==> config.mk <==
export PLATFORM = sky130hd
export DESIGN_NAME = sem_grad
export DESIGN_NICKNAME = d
export VERILOG_FILES = /design/src/sem_pkg.sv /design/src/sem_grad.sv
export SDC_FILE = /design/constraint.sdc
export NUM_CORES = 2
export LEC_CHECK = 0
export ABC_AREA = 1
export BUFFER_PORTS_ARGS = -buffer_cell sky130_fd_sc_hd__buf_2
export CAP_MARGIN = 20
export CORE_MARGIN = 2
export CORE_UTILIZATION = 30
export DETAILED_ROUTE_END_ITERATION = 8
export SYNTH_ARGS = -nofsm -noshare
export SYNTH_HDL_FRONTEND = slang
export SYNTH_SLANG_ARGS = --single-unit
==> constraint.sdc <==
create_clock -name clk -period 7.1 [get_ports clk]
set_input_delay 1.065 -clock clk [delete_from_list [all_inputs] [get_ports clk]]
set_output_delay 1.065 -clock clk [all_outputs]
set_load 0.05 [all_outputs]
==> src/sem_pkg.sv <==
// Shared types, constants and codes for the RGB Sobel edge magnitude block.
package sem_pkg;

  // Default line store depth and image limits
  localparam int DEF_MAX_WIDTH = 1024;
  localparam int MAX_HEIGHT    = 4096;
  localparam int HW            = 13;    // row counter and height width

  // Register reset values
  localparam logic [10:0]   RESET_WIDTH  = 11'd640;
  localparam logic [HW-1:0] RESET_HEIGHT = 13'd480;

  // Register indexes on the configuration port
  localparam logic REG_IMAGE_WIDTH  = 1'b0;
  localparam logic REG_IMAGE_HEIGHT = 1'b1;

  // Datapath widths
  localparam int PIX_W  = 24;   // packed RGB
  localparam int GRAD_W = 11;   // signed gradient, |g| <= 1020
  localparam int SUM_W  = 21;   // gx^2 + gy^2 <= 2080800

  // Magnitude saturation: sums above this round to more than 255
  localparam logic [SUM_W-1:0] MAG_LIMIT = 21'd65280;
  localparam logic [7:0]       MAG_MAX   = 8'd255;

  // Square root iterations, one result bit each
  localparam int SQRT_STEPS = 8;

  typedef logic [PIX_W-1:0]          pix_t;
  typedef logic [8:0][PIX_W-1:0]     win_t;   // 3x3 window, index row*3+col
  typedef logic [2:0][SUM_W-1:0]     sum3_t;  // per channel, red first
  typedef logic [2:0][7:0]           mag3_t;

  typedef enum logic [2:0] {
    S_IDLE,
    S_PIX,
    S_DRAIN,
    S_LOAD,
    S_ROOT,
    S_OUT
  } fsm_t;

endpackage

==> src/sem_grad.sv <==
// Sobel gradients per channel and sum of squares, two register stages.
module sem_grad import sem_pkg::*; (
  input  logic   clk,
  input  logic   rst,
  input  logic   load,
  input  win_t   win,
  input  logic [8:0] mask,
  output logic   sum_valid,
  output sum3_t  sums
);

  logic signed [GRAD_W-1:0] gx [3];
  logic signed [GRAD_W-1:0] gy [3];
  logic signed [11:0]       gx_c [3];
  logic signed [11:0]       gy_c [3];
  logic signed [11:0]       p [3][9];
  logic signed [21:0]       sq_x [3];
  logic signed [21:0]       sq_y [3];
  logic [21:0]              sum_c [3];
  logic                     g_valid;

  // Masked pixels, zero outside the image
  always_comb begin
    for (int ch = 0; ch < 3; ch++) begin
      for (int k = 0; k < 9; k++) begin
        p[ch][k] = mask[k] ? $signed({4'b0, win[k][16-8*ch +: 8]}) : 12'sd0;
      end
      gx_c[ch] = (p[ch][2] - p[ch][0]) + (p[ch][5] - p[ch][3])
               + (p[ch][5] - p[ch][3]) + (p[ch][8] - p[ch][6]);
      gy_c[ch] = (p[ch][6] - p[ch][0]) + (p[ch][7] - p[ch][1])
               + (p[ch][7] - p[ch][1]) + (p[ch][8] - p[ch][2]);
    end
  end

  // Squares, then sum
  always_comb begin
    for (int ch = 0; ch < 3; ch++) begin
      sq_x[ch]  = gx[ch] * gx[ch];
      sq_y[ch]  = gy[ch] * gy[ch];
      sum_c[ch] = 22'(sq_x[ch]) + 22'(sq_y[ch]);
    end
  end

  // Stage registers
  always_ff @(posedge clk) begin
    for (int ch = 0; ch < 3; ch++) begin
      gx[ch]   <= gx_c[ch][GRAD_W-1:0];
      gy[ch]   <= gy_c[ch][GRAD_W-1:0];
      sums[ch] <= sum_c[ch][SUM_W-1:0];
    end
  end

  // Stage valids
  always_ff @(posedge clk) begin
    if (rst) begin
      g_valid   <= 1'b0;
      sum_valid <= 1'b0;
    end else begin
      g_valid   <= load;
      sum_valid <= g_valid;
    end
  end

endmodule

Word-level counts from Yosys, hierarchy flattened
Memories as Yosys holds them, arrays and structs flattened.
Index checks and enable logic that the tools add are counted.
{"block": "totals", "wordCells": 76, "memories": 2, "register_bits": 65, "input_bits": 228, "ram_bits": 66}
{"name": "gx", "words": 3, "width": 11, "rd": 3, "rd_ports_with_merged_regs": 0, "wr": 3, "line_no": "sem_grad.sv:12", "rtl": "logic signed [GRAD_W-1:0] gx [3];"}
{"name": "gy", "words": 3, "width": 11, "rd": 3, "rd_ports_with_merged_regs": 0, "wr": 3, "line_no": "sem_grad.sv:13", "rtl": "logic signed [GRAD_W-1:0] gy [3];"}
{"block": "classes", "multipliers": 6, "addsub": 39, "mux": 24}
{"operator": "8-bit 2-to-1 mux", "n": 24}
{"operator": "8-bit by 8-bit subtractor with 9-bit output", "n": 18}
{"operator": "11-bit by 11-bit multiplier with 21-bit output", "n": 6}
{"operator": "10-bit by 9-bit adder with 11-bit output", "n": 6}
{"operator": "11-bit by 9-bit adder with 11-bit output", "n": 6}
{"operator": "21-bit adder", "n": 3}
{"operator": "9-bit by 9-bit adder with 10-bit output", "n": 6}

Longest topological paths before layout
{"block": "logic_depth", "depth_word": 5, "depth_mapped": 26}

Least setup slack after synthesis
OpenSTA, ideal clock, no wires.
{"block": "synth_timing", "path_type": "register -> register", "start": "memory gy[0][10]", "end": "register sums[20] (netlist bit)", "synth_period_minus_slack_ns": 5.908, "path_stages_with_launch": 23, "required_ns": 6.987, "arrival_time_ns": 5.795, "path_slack_ns": 1.192, "cell_sequence": "dfxtp_1 clkbuf_1 nand2_1 inv_1 fa_1 fa_1 inv_1 fa_1 fa_1 inv_1 fa_1 inv_1 fa_1 fa_1 inv_1 ha_1 a21o_1 a31oi_1 o21ai_0 a31oi_1 inv_1 nand3_1 nand2_1"}
{"item": "from (decl)", "line_no": "sem_grad.sv:13"}
{"item": "to (signal, indexed assignment)", "line_no": "sem_grad.sv:49", "rtl": "sums[ch] <= sum_c[ch][SUM_W-1:0];"}
{"item": "to (decl)", "line_no": "sem_grad.sv:9", "rtl": "output sum3_t sums"}

==> results.json <==
{
  "endpoint_kind": "register",
  "seq_area_frac_synth_pct": 6.91,
  "outcome": "complete, no violations",
  "drive_above_1_share_pct": 7.65,
  "grt_pass1_vias": 30100,
  "cts_num_sinks": 131,
  "fp-row-count": 130,
  "hold_ws_ps": 408,
  "setup_tns_ps": 0,
  "routed.top_layer": "met5",
  "grt_pass1_wl_um": 156000,
  "finalWirelength_um": 96700,
  "crit_top_cell": "fa_1",
  "root_buffer": "clkbuf_16",
  "synth.distinct_cells": 40,
  "synth_edf_count": 0,
  "timing.final.hold_violations": 0,
  "core-area_mm2": 0.126,
  "worstSetupPathType": "register to register",
  "min_path_cells": 2,
  "synth_xor_xnor_area_share_pct": 6.02,
  "fin_skew_ps": 13.9,
  "synth_top_family_by_area": "adder cells",
  "synthAdderAreaFrac_pct": 54.2,
  "finish.net_count": 6300,
  "crit_arrival_ps": 6940,
  "synthFlopType": "dfxtp_1",
  "insertion_delay_ps": 530,
  "synth_top_area_cell": "fa_1",
  "drtPass1Iterations": 7,
  "dp_cells": 6508,
  "synth-async-reset-ratio_pct": 0,
  "cts_resized": 0,
  "setup_viol": 0,
  "grt_usage_pct": 15.5,
  "clockBufferDepth": 2,
  "cts_tree": "done",
  "finalCritPeriodShare_pct": 91.9,
  "crit_fanout": 12,
  "port_buffers": 266,
  "synthCells": 4637,
  "critPathMaxStageDelay_ps": 620,
  "cts-htree-levels": 4,
  "ys_warn_count": 0,
  "drt-met1-wl_um": 43200,
  "drv_cap": 0,
  "die_h_um": 360,
  "holdBufCountCts": 0,
  "r2r_cells": 21,
  "cp_slowest_cell": "dfxtp_1",
  "drc_errors": 0,
  "gr-total-overflow": 0,
  "start_kind": "register",
  "hpwl_um": 86600,
  "synth_nets": 6060,
  "ant_nets": 0,
  "postCtsSetupBuffers": 0,
  "vias_per_cell": 4.39,
  "yosysTopAreaCellShare_pct": 39.6,
  "antenna_found_initial": 14,
  "via_count": 28700,
  "ios": 292,
  "drtIter0Drc": 1430,
  "instances_no_fill": 6541,
  "synthTopCellsByCount": "inv_1, nand2_1, fa_1",
  "rrSetupSlack_ps": 580,
  "synth_area_mm2": 0.0380,
  "hp-class": "register to register",
  "area_growth_pct": 10.4,
  "post_drt_wl_per_cell_um": 14.8,
  "post-route-min-period_ps": 6520,
  "yosys.area_share.simple_pct": 11.5,
  "fp.dieW_um": 360,
  "yosysMostFrequentCell": "inv_1",
  "place_congestion": 0.900,
  "numCtsBuffers": 17,
  "worstMarginPinSlew_ps": 813,
  "synthTopCellsByArea": "fa_1, inv_1, ha_1",
  "die-area_mm2": 0.129,
  "synth.avg_cell_area_um2": 8.19,
  "yosys_register_bits": 131,
  "initial_core_util_pct": 30.2,
  "worst-endpoint-required_ps": 7520,
  "clk_pin_slew_ps": 60,
  "grt_max_degree": 25,
  "synth.area.mux_share_pct": 0,
  "grt_setup_unrepaired": "no",
  "wl_met3_um": 6440,
  "drv_slew": 0,
  "relSlewSlack_pct": 45.8,
  "synth_compound_area_share_pct": 5.74,
  "wl_met2_um": 44600,
  "cp_cell_sequence": "clkinv_1 > or2_2 > fa_1 > fa_1 > inv_1 > fa_1 > fa_1 > fa_1 > fa_1 > inv_1 > fa_1 > inv_1 > ha_1 > a21oi_1 > o21a_1 > o21ai_0 > a31oi_1 > buf_4 > inv_1 > nand3_1 > nand2_1",
  "fmax_mhz": 153
}
layout by cell type (no fill, tap or decap), types with 2 or more instances in the layout:
master,instances
inv_1,1487
nand2_1,815
fa_1,751
ha_1,444
buf_2,266
a21oi_1,229
xor2_1,162
nor2_1,131
dfxtp_1,131
xnor2_1,99
nand3_1,90
buf_4,38
o21bai_1,35
o21ai_0,32
a21o_1,22
clkbuf_16,17
nand4_1,15
or2_2,14
o311ai_0,12
o211ai_1,12
nor4_1,11
o21ai_1,11
inv_2,9
a21oi_2,6
nor3_1,6
a31oi_1,6
clkinv_2,5
inv_6,5
clkinv_1,3
nand2_2,3
nand3b_1,3
o211ai_2,2
o31ai_1,2
o21a_1,2
bufinv_16,2
clkinv_4,2
flip-flops by register name (all words and copies together) (netlist names):
register   flops
sums          63
gy            33
sum_valid      1
gx            33
g_valid        1
layout make-up:
cell class	instances	area (µm²)
fill	13200	83700
multi-input combinational	2924	29400
inverter	1499	5630
sequential	131	2620
tap	1650	2060
timing repair buffer	304	1620
clock buffer	17	425
clock inverter	15	154
antenna	1	2.50
per-layer routing:
| metal | up-vias | track usage (%) |
|---|---|---|
| li1 | 13900 | - |
| met1 | 13900 | 20.4 |
| met2 | 738 | 25.6 |
| met3 | 97 | 3.11 |
| met4 | 4 | 4.79 |
| met5 | - | 0 |
path summary, 6_finish.rpt:
check                  from   endpoint
setup / recovery  gx[0][10]   sums[20]
setup reg to reg  gx[0][10]   sums[20]
hold / removal      g_valid  sum_valid
hold reg to reg     g_valid  sum_valid
critical path: cells and delay by family, from the launching register on:
family	cells	cell delay [ps]
AO/OA/AOI/OAI	4	680
adder cells (fa/ha/maj)	8	3810
buffers and inverters	6	780
flip-flops	1	620
AND/OR/NAND/NOR	3	520
metrics by stage:
| step | setup WS, ps | area, µm² | utilization (%) |
|---|---|---|---|
| after floorplan | 1190 | 38000 | - |
| final | 578 | 41900 | 33.4 |
| after detailed placement | 558 | 41300 | 32.9 |
| after global placement | 591 | 41300 | 32.9 |
| after CTS | 528 | 41900 | 33.4 |
| after global routing | 267 | 41900 | 33.4 |
kinds of logic after synthesis:
group | count (synthesis)
flip-flops | 131
adder cells (fa/ha/maj) | 1195
AO/OA/AOI/OAI | 377
XOR/XNOR | 261
AND/OR/NAND/NOR | 1091
buffers and inverters | 1582
Power is not shown: default switching activity piles up to over one toggle a cycle in this logic, so the estimate is an artifact.
