## src/sem_pkg.sv

```systemverilog
// Shared types, constants and codes for the RGB Sobel edge magnitude block.
package sem_pkg;

  // Default line store depth and image limits
  localparam int DEF_MAX_WIDTH = 1024;
  localparam int MAX_HEIGHT    = 4096;
  localparam int HW            = 13;    // row counter and height width

  // Register reset values
  localparam logic [10:0]   RESET_WIDTH  = 11'd640;
  localparam logic [HW-1:0] RESET_HEIGHT = 13'd480;

  // Register indexes on the configuration port
  localparam logic REG_IMAGE_WIDTH  = 1'b0;
  localparam logic REG_IMAGE_HEIGHT = 1'b1;

  // Datapath widths
  localparam int PIX_W  = 24;   // packed RGB
  localparam int GRAD_W = 11;   // signed gradient, |g| <= 1020
  localparam int SUM_W  = 21;   // gx^2 + gy^2 <= 2080800

  // Magnitude saturation: sums above this round to more than 255
  localparam logic [SUM_W-1:0] MAG_LIMIT = 21'd65280;
  localparam logic [7:0]       MAG_MAX   = 8'd255;

  // Square root iterations, one result bit each
  localparam int SQRT_STEPS = 8;

  typedef logic [PIX_W-1:0]          pix_t;
  typedef logic [8:0][PIX_W-1:0]     win_t;   // 3x3 window, index row*3+col
  typedef logic [2:0][SUM_W-1:0]     sum3_t;  // per channel, red first
  typedef logic [2:0][7:0]           mag3_t;

  typedef enum logic [2:0] {
    S_IDLE,
    S_PIX,
    S_DRAIN,
    S_LOAD,
    S_ROOT,
    S_OUT
  } fsm_t;

endpackage

```

## src/sem_sqrt.sv

```systemverilog
// Iterative rounded integer square root, three channels side by side.
module sem_sqrt import sem_pkg::*; (
  input  logic  clk,
  input  logic  rst,
  input  logic  start,
  input  sum3_t sums,
  output logic  done,
  output mag3_t mag
);

  localparam int CNTW = $clog2(SQRT_STEPS + 1);

  logic            busy;
  logic [CNTW-1:0] cnt;
  logic [15:0]     sval  [3];
  logic [10:0]     rem   [3];
  logic [7:0]      acc   [3];
  logic            clamp [3];
  logic [10:0]     rem_sh [3];
  logic [10:0]     trial  [3];
  logic            fit    [3];
  logic [10:0]     rem_it [3];
  logic [7:0]      acc_it [3];
  logic [7:0]      mag_c  [3];

  // One root bit per step; final remainder gives the rounding
  always_comb begin
    for (int ch = 0; ch < 3; ch++) begin
      rem_sh[ch] = {rem[ch][8:0], sval[ch][15:14]};
      trial[ch]  = {1'b0, acc[ch], 2'b01};
      fit[ch]    = rem_sh[ch] >= trial[ch];
      rem_it[ch] = fit[ch] ? rem_sh[ch] - trial[ch] : rem_sh[ch];
      acc_it[ch] = {acc[ch][6:0], fit[ch]};
      if (clamp[ch]) begin
        mag_c[ch] = MAG_MAX;
      end else if (rem[ch] > {3'b0, acc[ch]}) begin
        mag_c[ch] = acc[ch] + 8'd1;
      end else begin
        mag_c[ch] = acc[ch];
      end
    end
  end

  // Control
  always_ff @(posedge clk) begin
    if (rst) begin
      busy <= 1'b0;
      cnt  <= '0;
      done <= 1'b0;
    end else begin
      done <= 1'b0;
      if (start) begin
        busy <= 1'b1;
        cnt  <= '0;
      end else if (busy) begin
        if (cnt == CNTW'(SQRT_STEPS)) begin
          busy <= 1'b0;
          done <= 1'b1;
        end else begin
          cnt <= cnt + CNTW'(1);
        end
      end
    end
  end

  // Datapath
  always_ff @(posedge clk) begin
    for (int ch = 0; ch < 3; ch++) begin
      if (start) begin
        sval[ch]  <= sums[ch][15:0];
        clamp[ch] <= sums[ch] > MAG_LIMIT;
        rem[ch]   <= '0;
        acc[ch]   <= '0;
      end else if (busy && cnt != CNTW'(SQRT_STEPS)) begin
        sval[ch] <= {sval[ch][13:0], 2'b00};
        rem[ch]  <= rem_it[ch];
        acc[ch]  <= acc_it[ch];
      end else if (busy) begin
        mag[ch] <= mag_c[ch];
      end
    end
  end

endmodule

```

## config.mk

```make
export PLATFORM = sky130hd
export DESIGN_NAME = sem_sqrt
export DESIGN_NICKNAME = d
export VERILOG_FILES = /design/src/sem_pkg.sv /design/src/sem_sqrt.sv
export SDC_FILE = /design/constraint.sdc
export NUM_CORES = 1
export LEC_CHECK = 0
export ABC_CLOCK_PERIOD_IN_PS = 6400
export BUFFER_PORTS_ARGS = -buffer_cell sky130_fd_sc_hd__buf_2
export CAP_MARGIN = 30
export CORE_MARGIN = 2
export CORE_UTILIZATION = 40
export DETAILED_ROUTE_END_ITERATION = 10
export GPL_TIMING_DRIVEN = 1
export HOLD_SLACK_MARGIN = 0.15
export SYNTH_ARGS = -nofsm -noshare
export SYNTH_HDL_FRONTEND = slang
export SYNTH_SLANG_ARGS = --single-unit
```

## constraint.sdc

```tcl
create_clock -name clk -period 6.4 [get_ports clk]
set_clock_uncertainty 0.05 [all_clocks]
set_input_delay 0.32 -clock clk [delete_from_list [all_inputs] [get_ports clk]]
set_output_delay 0.32 -clock clk [all_outputs]
set_load 0.02 [all_outputs]
```

Word-level counts from Yosys, hierarchy flattened
Memory sizes are Yosys's and may differ from the RTL's.
Cells that the tools add are included.
{"block": "totals", "memories": 4, "ramBits": 108, "out_inout_bits": 25, "reg_bits": 30, "input_bits": 66, "elab_cells": 70}
{"block": "classes", "n_reduce_logical": 5, "n_eq_ne": 2, "magnitude_cmp": 9, "n_bitwise": 13, "n_mux": 24, "add_sub_neg": 7}
{"name": "sval", "depth": 3, "word_bits": 16, "rd": 3, "rd_clocked_by_memory_dff": 0, "write_ports": 3, "line_no": "sem_sqrt.sv:15", "source": "logic [15:0] sval [3];"}
{"name": "rem", "depth": 3, "word_bits": 11, "rd": 3, "rd_clocked_by_memory_dff": 0, "write_ports": 3, "line_no": "sem_sqrt.sv:16", "source": "logic [10:0] rem [3];"}
{"name": "acc", "depth": 3, "word_bits": 8, "rd": 3, "rd_clocked_by_memory_dff": 0, "write_ports": 3, "line_no": "sem_sqrt.sv:17", "source": "logic [7:0] acc [3];"}
{"name": "clamp", "depth": 3, "word_bits": 1, "rd": 3, "rd_clocked_by_memory_dff": 0, "write_ports": 3, "line_no": "sem_sqrt.sv:18", "source": "logic clamp [3];"}
{"cell": "$mux 11", "n": 6}
{"cell": "$gt 21x16->1 const B", "n": 3}
{"cell": "$mux 16", "n": 3}
{"cell": "$mux 8", "n": 6}
{"cell": "$ge 11x10->1", "n": 3}
{"cell": "$gt 11x8->1", "n": 3}
{"cell": "$sub 11x10->11", "n": 3}
{"cell": "$add 8x1->8 const B", "n": 3}
{"cell": "$mux 1", "n": 9}
{"cell": "$or 1x1->1", "n": 9}
{"cell": "$add 4x1->4 const B", "n": 1}
{"cell": "$eq 4x4->1 const B", "n": 1}
{"cell": "$ne 4x4->1 const B", "n": 1}
{"cell": "$not 1->1", "n": 4}
{"cell": "$reduce_and 3->1", "n": 1}
{"cell": "$reduce_or 3->1", "n": 1}
{"cell": "$reduce_and 2->1", "n": 1}
{"cell": "$reduce_or 2->1", "n": 1}
{"cell": "$logic_and 1x1->1", "n": 1}

Depth between registers and ports, before layout
Gate-level depths: netlist of the first run.
{"block": "logic_depth", "depth_word": 6, "mapped_depth": 10, "mapped_depth_nobuf": 8}

Least setup slack after synthesis of the first run
Ideal clock, no wire load.
{"block": "synth_timing", "path_type": "register -> register", "startpoint": "reg cnt[0]", "endpoint": "mem acc[0][0] (enable)", "required_ns": 5.870, "setup_time_ns": 0.480, "path_buffers": 0, "path_stages_with_launch": 6, "arrival_ns": 3.169, "slack_ns": 2.701, "synth_period_minus_slack_ns": 3.699, "cell_sequence": "dfxtp_1 > inv_1 > ha_1 > nand3b_1 > nand2_1 > nand2b_1"}
{"element": "start, declared", "line_no": "sem_sqrt.sv:14", "source": "logic [CNTW-1:0] cnt;"}
{"element": "start signal, assigned", "line_no": "sem_sqrt.sv:60", "source": "cnt <= cnt + CNTW'(1);"}
{"element": "end, declared", "line_no": "sem_sqrt.sv:17"}

==> tab_implementation.tex, run 1 <==
\begin{tabular}{lr}
\hline
Metric & Value \\
\hline
\multicolumn{2}{l}{\textbf{Clock tree}} \\
\# resized after CTS & 0 \\
Clock latency on the worst-skew pair & 0.42 ns \\
\# hold bufs at CTS & 41 \\
Clock tree from TritonCTS & built \\
Clock H-tree levels & 4 \\
Clock Sinks & 138 \\
Clock Path Buffers & 2 \\
Cell chosen for the clock root & sky130\_fd\_sc\_hd\_\_clkbuf\_16 \\
Clock Pin Slew Worst Setup and Hold Paths & 0.06 ns \\
Post-CTS setup buffer count & 0 \\
CTS Buf Count & 17 \\
\multicolumn{2}{l}{\textbf{Routing}} \\
Number of nets with antenna violations after routing & 0 \\
Detailed-route via count & 5,929 \\
DRT Wirelength & 16.3 mm \\
1st-iter DRT viols & 337 \\
Via density per instance & 5.06 \\
Router iterations before antenna repair & 4 \\
Number of remaining DRC errors & 0 \\
Detail-routed net length per standard cell & 13.9 microns \\
\multicolumn{2}{l}{\textbf{Power and ir drop}} \\
Maximum ir drop on the vdd rail & 0.183 mV \\
Pwr Total & 2.74 mW \\
Leakage component of the power & 3.85 nW \\
Power density over the cells & 288 mW/mm\^{}2 \\
\multicolumn{2}{l}{\textbf{Floorplanning}} \\
I/O Pins & 91 \\
Effective utilization at floorplan & 0.404 \\
Area of the core & 0.0193 sq mm \\
Number of placement rows & 51 \\
Total Die Area & 0.0207 sq mm \\
Die Height & 144 microns \\
Die Span X & 144 microns \\
\multicolumn{2}{l}{\textbf{Synthesis}} \\
Post-synthesis register bit count & 138 \\
Post-Synthesis Net Count & 874 \\
Netlist cell types & 68 \\
Fraction of synthesis flops using an asynchronous set or reset pin & 0 \\
Cell area after synthesis & 0.00781 sq mm \\
Number of flops mapped to enable cells by yosys & 130 \\
Yosys warning count & 0 \\
Fraction of the yosys area taken by sequential cells & 0.520 \\
Syn Inst Count & 770 \\
Primary FF master, synth & sky130\_fd\_sc\_hd\_\_edfxtp\_1 \\
Mapped Avg Cell Area & 10.1 sq um \\
\multicolumn{2}{l}{\textbf{Setup path}} \\
Cells on worst reg2reg path & 8 \\
Data required, critical path & 6.61 ns \\
Crit-path max FO & 14 \\
Worst Setup End Kind & flop \\
Crit start category & flop \\
Worst setup path class & reg -> reg \\
Crit path DAT & 3.05 ns \\
\multicolumn{2}{l}{\textbf{Timing}} \\
Top achievable clock speed & 352 MHz \\
Number of max-slew violations in the final report & 0 \\
Hold slack & 0.160 ns \\
Number of endpoints failing setup at the final stage & 0 \\
Transition time at the pin with the least slew margin & 0.847 ns \\
Max-Slew Margin vs Limit & 0.436 \\
Final hold violation count & 0 \\
Final Worst Setup Slack & 3.56 ns \\
Share of the clock period used by the worst path after layout & 0.444 \\
Setup repair after global routing missed its margin & false \\
Shortest clock period the worst path allows after layout & 2.84 ns \\
Setup tns final & 0 ns \\
\multicolumn{2}{l}{\textbf{Final layout}} \\
Layout fillers & 1,771 \\
Core occupancy in the finished layout & 0.493 \\
Most common cell after layout, fill and taps aside & sky130\_fd\_sc\_hd\_\_nand2\_1 \\
Most frequent cells in the layout & sky130\_fd\_sc\_hd\_\_nand2\_1 (138), sky130\_fd\_sc\_hd\_\_edfxtp\_1 (130), sky130\_fd\_sc\_hd\_\_buf\_2 (90) \\
Layout cells sized above 1 & 0.157 \\
Area used by multi-input combinational logic & 0.00346 sq mm \\
Finished layout cell area & 0.00954 sq mm \\
Combined flip-flop and latch cell area & 0.00406 sq mm \\
Post-synthesis to final-layout area growth & 22.0\% \\
Number of non-filler instances in the completed layout & 1,172 \\
Antenna Diode Count & 0 \\
Nets & 998 \\
\multicolumn{2}{l}{\textbf{Placement}} \\
DP HPWL & 11.1 mm \\
Port Buf Inserts & 90 \\
Instance area after placement & 0.00851 sq mm \\
Post-placement cell count & 1,099 \\
Placer congestion estimate & 0.802 \\
Post-Place Worst Slack & 3.57 ns \\
\multicolumn{2}{l}{\textbf{Global routing}} \\
First-pass GRT wire length & 26.9 mm \\
Gr usage total & 0.165 \\
Number of global-route vias before repair & 5,479 \\
Initial antenna violation count & 0 \\
Pin count of the biggest net entering global routing & 85 \\
Overall overflow remaining after global route & 0 \\
\multicolumn{2}{l}{\textbf{Hold path}} \\
Hold Crit Depth & 3 \\
Worst Hold Class & in -> reg \\
\multicolumn{2}{l}{\textbf{Status}} \\
Result of the run & complete, no violations \\
\multicolumn{2}{l}{\textbf{Job}} \\
Max-cap viol count & 0 \\
\hline
\end{tabular}
==> synthesized netlist by cell type (6+ instances only) <==
cell type / number / area, sq um
sky130_fd_sc_hd__nand2_1: 138 / 518
sky130_fd_sc_hd__edfxtp_1: 130 / 3900
sky130_fd_sc_hd__nor2_1: 79 / 297
sky130_fd_sc_hd__inv_1: 45 / 169
sky130_fd_sc_hd__ha_1: 38 / 475
sky130_fd_sc_hd__o21ai_0: 29 / 145
sky130_fd_sc_hd__a21oi_1: 22 / 110
sky130_fd_sc_hd__xnor2_1: 22 / 193
sky130_fd_sc_hd__clkbuf_1: 20 / 75.1
sky130_fd_sc_hd__mux2i_1: 20 / 200
sky130_fd_sc_hd__nand3_1: 17 / 85.1
sky130_fd_sc_hd__nor3_1: 17 / 85.1
sky130_fd_sc_hd__a211oi_1: 11 / 82.6
sky130_fd_sc_hd__nand2b_1: 11 / 68.8
sky130_fd_sc_hd__nor4_1: 11 / 68.8
sky130_fd_sc_hd__or3_1: 11 / 68.8
sky130_fd_sc_hd__xor2_1: 10 / 87.6
sky130_fd_sc_hd__nand4_1: 9 / 56.3
sky130_fd_sc_hd__nor2b_1: 9 / 56.3
sky130_fd_sc_hd__o21a_1: 9 / 67.6
sky130_fd_sc_hd__a21o_1: 8 / 60.1
sky130_fd_sc_hd__dfxtp_1: 8 / 160
sky130_fd_sc_hd__and2_1: 7 / 43.8
sky130_fd_sc_hd__a31oi_1: 6 / 37.5
sky130_fd_sc_hd__buf_2: 6 / 30.0
==> flip-flops by register name, indices dropped and copies added, names as in the netlist <==
| register | flops |
|---|---|
| sval | 48 |
| rem | 33 |
| acc | 24 |
| mag | 24 |
| cnt | 4 |
| clamp | 3 |
| busy | 1 |
| done | 1 |
==> critical path, cell delays in order, from the launching register on <==
cell                       delay [ns]
sky130_fd_sc_hd__edfxtp_1        0.42
sky130_fd_sc_hd__inv_1           0.11
sky130_fd_sc_hd__ha_1            0.38
sky130_fd_sc_hd__and4_1          0.26
sky130_fd_sc_hd__o21ai_1         0.08
sky130_fd_sc_hd__o211a_2         0.17
sky130_fd_sc_hd__a41oi_2         0.68
sky130_fd_sc_hd__or3b_1          0.41
sky130_fd_sc_hd__a21oi_1         0.14
==> logic make-up (layout without fill, tap and decap cells) <==
logic type / count (synthesis) / after routing / share of synthesized area
and+or+nand+nor: 340 / 340 / 0.205
DFF: 138 / 138 / 0.520
AOI/OAI and AO/OA: 127 / 127 / 0.114
buffers and inverters: 75 / 212 / 0.0389
adders and majority gates: 38 / 38 / 0.0608
xor gates and xnor gates: 32 / 32 / 0.0359
muxes: 20 / 20 / 0.0256
==> worst paths after layout <==
path                           start                  endpoint  slack, ns
max reg2reg  acc[0][2]$_SDFFCE_PN0P_  rem[0][10]$_SDFFCE_PN0P_       3.56
min                         sums[48]      sval[2][6]$_DFFE_PP_       0.16
max          acc[0][2]$_SDFFCE_PN0P_  rem[0][10]$_SDFFCE_PN0P_       3.56
min reg2reg  sval[2][1]$_SDFFE_PP0P_   sval[2][1]$_SDFFE_PP0P_       0.41
==> where the power goes <==
part	switching [mW]	internal, mW
clock network	0.366	0.660
logic	0.336	0.258
registers	0.0459	1.08
==> area by class of cell <==
cell class | count | area share
Clock inverter | 12 | 0.0180
Inverter | 45 | 0.0177
Sequential cell | 138 | 0.426
Timing Repair Buffer | 135 | 0.0934
Multi-Input combinational cell | 557 | 0.363
Tap cell | 265 | 0.0348
Clock buffer | 20 | 0.0468
==> per-layer routing <==
layer | routed length [microns] | vias up | share of wire | track usage
li1 | - | 3026 | - | -
met1 | 8350 | 2764 | 0.51 | 0.237
met2 | 7210 | 123 | 0.44 | 0.251
met3 | 582 | 16 | 0.036 | 0.0307
met4 | 208 | 0 | 0.013 | 0.0537
met5 | 0 | - | 0 | 0
Note: power is estimated with default switching activity, not from simulation.
==> run 2, diff against run 1 <==
Settings changed: ABC_CLOCK_PERIOD_IN_PS 6400 to 2500.
Clock period 6.4 ns to 2.5 ns, I/O delays scaled along.
==> tab_implementation.tex, run 2 (synthesis gave the netlist of run 1 again) <==
\begin{tabular}{lr}
\hline
Metric & Value \\
\hline
\multicolumn{2}{l}{\textbf{Status}} \\
Result of the run & complete, no violations \\
\multicolumn{2}{l}{\textbf{Global routing}} \\
Gr usage total & 0.177 (+0.0123) \\
First-pass GRT wire length & 28.9 mm (+7.7\%) \\
Initial antenna violation count & 0 (unchanged) \\
Number of global-route vias before repair & 6,013 (+9.7\%) \\
Pin count of the biggest net entering global routing & 56 (-34\%) \\
Overall overflow remaining after global route & 0 (unchanged) \\
\multicolumn{2}{l}{\textbf{Clock tree}} \\
Clock Pin Slew Worst Setup and Hold Paths & 0.06 ns (about the same) \\
Clock latency on the worst-skew pair & 0.43 ns (about the same) \\
Cell chosen for the clock root & sky130\_fd\_sc\_hd\_\_clkbuf\_16 \\
Clock Path Buffers & 2 (unchanged) \\
Clock H-tree levels & 4 (unchanged) \\
Clock Sinks & 138 (unchanged) \\
CTS Buf Count & 17 (unchanged) \\
Clock tree from TritonCTS & built \\
\multicolumn{2}{l}{\textbf{Timing}} \\
Setup repair after global routing missed its margin & true \\
Final hold violation count & 0 (unchanged) \\
Shortest clock period the worst path allows after layout & 2.43 ns (-0.410 ns) \\
Share of the clock period used by the worst path after layout & 0.973 (+0.529) \\
Top achievable clock speed & 411 MHz (+17\%) \\
Number of max-slew violations in the final report & 0 (unchanged) \\
Number of endpoints failing setup at the final stage & 0 (unchanged) \\
Final Worst Setup Slack & 0.0664 ns (-3.49 ns) \\
Max-Slew Margin vs Limit & 0.685 (+0.249) \\
Transition time at the pin with the least slew margin & 0.468 ns (-0.378 ns) \\
\multicolumn{2}{l}{\textbf{Setup path}} \\
Critical path buffers and inverters & 1 (unchanged) \\
Crit path DAT & 2.55 ns (-0.50 ns) \\
Cell at the slowest stage of the critical path & sky130\_fd\_sc\_hd\_\_edfxtp\_1 \\
Slowest cell delay on critical path & 0.42 ns (-0.26 ns) \\
Data required, critical path & 2.62 ns (-3.99 ns) \\
Cells on worst reg2reg path & 8 (unchanged) \\
Path length in cells of the critical path & 8 (unchanged) \\
Worst setup path class & reg -> reg \\
Crit-path cells & ha\_1 -> nor3\_1 -> a211oi\_2 -> a21o\_1 -> a21oi\_2 -> buf\_4 -> mux2i\_1 -> nor2\_1 \\
Cell family with most CP delay & compound AO/OA/AOI/OAI gates \\
Worst Setup End Kind & flop \\
Crit-path max FO & 11 (-3) \\
Crit start category & flop \\
\multicolumn{2}{l}{\textbf{Routing}} \\
Detail-routed net length per standard cell & 14.4 microns (+3.0\%) \\
DRT Wirelength & 18.1 mm (+11\%) \\
Router iterations before antenna repair & 5 (+1) \\
Via density per instance & 4.96 (-2.0\%) \\
Detailed-route via count & 6,258 (+5.5\%) \\
1st-iter DRT viols & 296 (-12\%) \\
Number of nets with antenna violations after routing & 0 (unchanged) \\
Number of remaining DRC errors & 0 (unchanged) \\
\multicolumn{2}{l}{\textbf{Job}} \\
Max-cap viol count & 0 (unchanged) \\
\multicolumn{2}{l}{\textbf{Floorplanning}} \\
I/O Pins & 91 (unchanged) \\
Area of the core & 0.0193 sq mm (unchanged) \\
Total Die Area & 0.0207 sq mm (unchanged) \\
Effective utilization at floorplan & 0.404 (unchanged) \\
Die Height & 144 microns (unchanged) \\
Die Span X & 144 microns (unchanged) \\
Number of placement rows & 51 (unchanged) \\
\multicolumn{2}{l}{\textbf{Power and ir drop}} \\
Power density over the cells & 697 mW/mm\^{}2 (+140\%) \\
Leakage component of the power & 4.29 nW (+11\%) \\
Maximum ir drop on the vdd rail & 0.545 mV (+200\%) \\
\multicolumn{2}{l}{\textbf{Final layout}} \\
Layout fillers & 1,719 (-2.9\%) \\
Biggest register & sval \\
Largest registers & sval (48), rem (33) \\
Antenna Diode Count & 0 (unchanged) \\
Number of non-filler instances in the completed layout & 1,262 (+7.7\%) \\
Post-synthesis to final-layout area growth & 34.0\% \\
Most frequent cells in the layout & sky130\_fd\_sc\_hd\_\_nand2\_1 (138), sky130\_fd\_sc\_hd\_\_edfxtp\_1 (130), sky130\_fd\_sc\_hd\_\_buf\_2 (90) \\
Layout cells sized above 1 & 0.246 (+0.0892) \\
Nets & 1,088 (+9.0\%) \\
Largest register FFs & 48 (unchanged) \\
Most common cell after layout, fill and taps aside & sky130\_fd\_sc\_hd\_\_nand2\_1 \\
\multicolumn{2}{l}{\textbf{Placement}} \\
Placer congestion estimate & 0.856 (+6.8\%) \\
Post-Place Worst Slack & 0.0209 ns (-3.55 ns) \\
Port Buf Inserts & 90 (unchanged) \\
DP HPWL & 12.0 mm (+8.5\%) \\
Post-placement cell count & 1,161 (+5.6\%) \\
\multicolumn{2}{l}{\textbf{Hold path}} \\
Hold Crit Depth & 3 (unchanged) \\
Worst Hold Class & in -> reg \\
\hline
\end{tabular}
## run 2: cell count changes in the layout (fill, tap and decap cells not counted), sizes merged
cell | before | now
buf | 94 | 164
o21a | 10 | 11
clkinv | 6 | 7
inv | 46 | 50
dlygate4sd3 | 41 | 60
bufinv | 4 | 2
clkbuf | 20 | 17
## run 2: metal layers
layer  global-route usage  routed length, microns  vias up
met2                0.266                    8000      131
met1                0.256                    9190     2912
met4               0.0593                     258        0
met5                    0                       0        -
li1                     -                       -     3195
met3               0.0347                     684       20
## run 2: path summary, 6_finish.rpt
| kind | start | endpoint | slack [ns] |
|---|---|---|---|
| setup / recovery | rem[2][0]$_SDFFCE_PN0P_ | rem[2][3]$_SDFFCE_PN0P_ | 0.07 |
| hold / removal | rst | busy$_SDFF_PP0_ | 0.43 |
| hold reg to reg | sval[1][12]$_DFFE_PP_ | sval[1][14]$_DFFE_PP_ | 0.46 |
| setup reg to reg | rem[2][0]$_SDFFCE_PN0P_ | rem[2][3]$_SDFFCE_PN0P_ | 0.07 |
## run 2: worst reg2reg max path, cell delays in order (launching register included)
cell                       delay [ns]
sky130_fd_sc_hd__edfxtp_1        0.42
sky130_fd_sc_hd__ha_1            0.28
sky130_fd_sc_hd__nor3_1          0.38
sky130_fd_sc_hd__a211oi_2        0.15
sky130_fd_sc_hd__a21o_1          0.21
sky130_fd_sc_hd__a21oi_2         0.16
sky130_fd_sc_hd__buf_4           0.22
sky130_fd_sc_hd__mux2i_1         0.25
sky130_fd_sc_hd__nor2_1          0.06
## run 2: stage by stage
stage / total power [mW] / setup TNS (ns) / hold WS [ns] / utilization / area (sq um)
after floorplan: 4.05 / 0 / 0.147 / - / 7830
after global placement: 4.59 / 0 / 0.307 / 0.468 / 9040
after detailed placement: 4.60 / 0 / 0.320 / 0.468 / 9040
after CTS: 7.21 / 0 / 0.419 / 0.529 / 10200
after global routing: 7.67 / -0.142 / 0.466 / 0.542 / 10500
final: 7.30 / 0 / 0.432 / 0.542 / 10500
## run 2: timing repair
item,4_1_cts,5_1_grt
hold endpoints to repair,59,0
setup buffers,0,8
hold buffers,60,0
setup endpoints to repair,1,27
gates cloned,0,1
pin swaps,0,8
gates resized for setup,1,36
## run 2: cell type report
cell class | instances | area [sq um] | area share
sequential | 138 | 4060 | 0.388
timing repair buffer | 224 | 1670 | 0.160
clock inverter | 15 | 165 | 0.0158
inverter | 45 | 169 | 0.0161
tap | 265 | 332 | 0.0317
clock buffer | 17 | 425 | 0.0406
multi-input combinational | 558 | 3640 | 0.348
## run 2: where the power goes
part	internal, mW	total (mW)	switching (mW)	leakage, nW
Clock	1.49	2.52	1.03	0.289
Sequential	2.75	2.86	0.107	1.40
Combinational	0.944	1.93	0.982	2.60
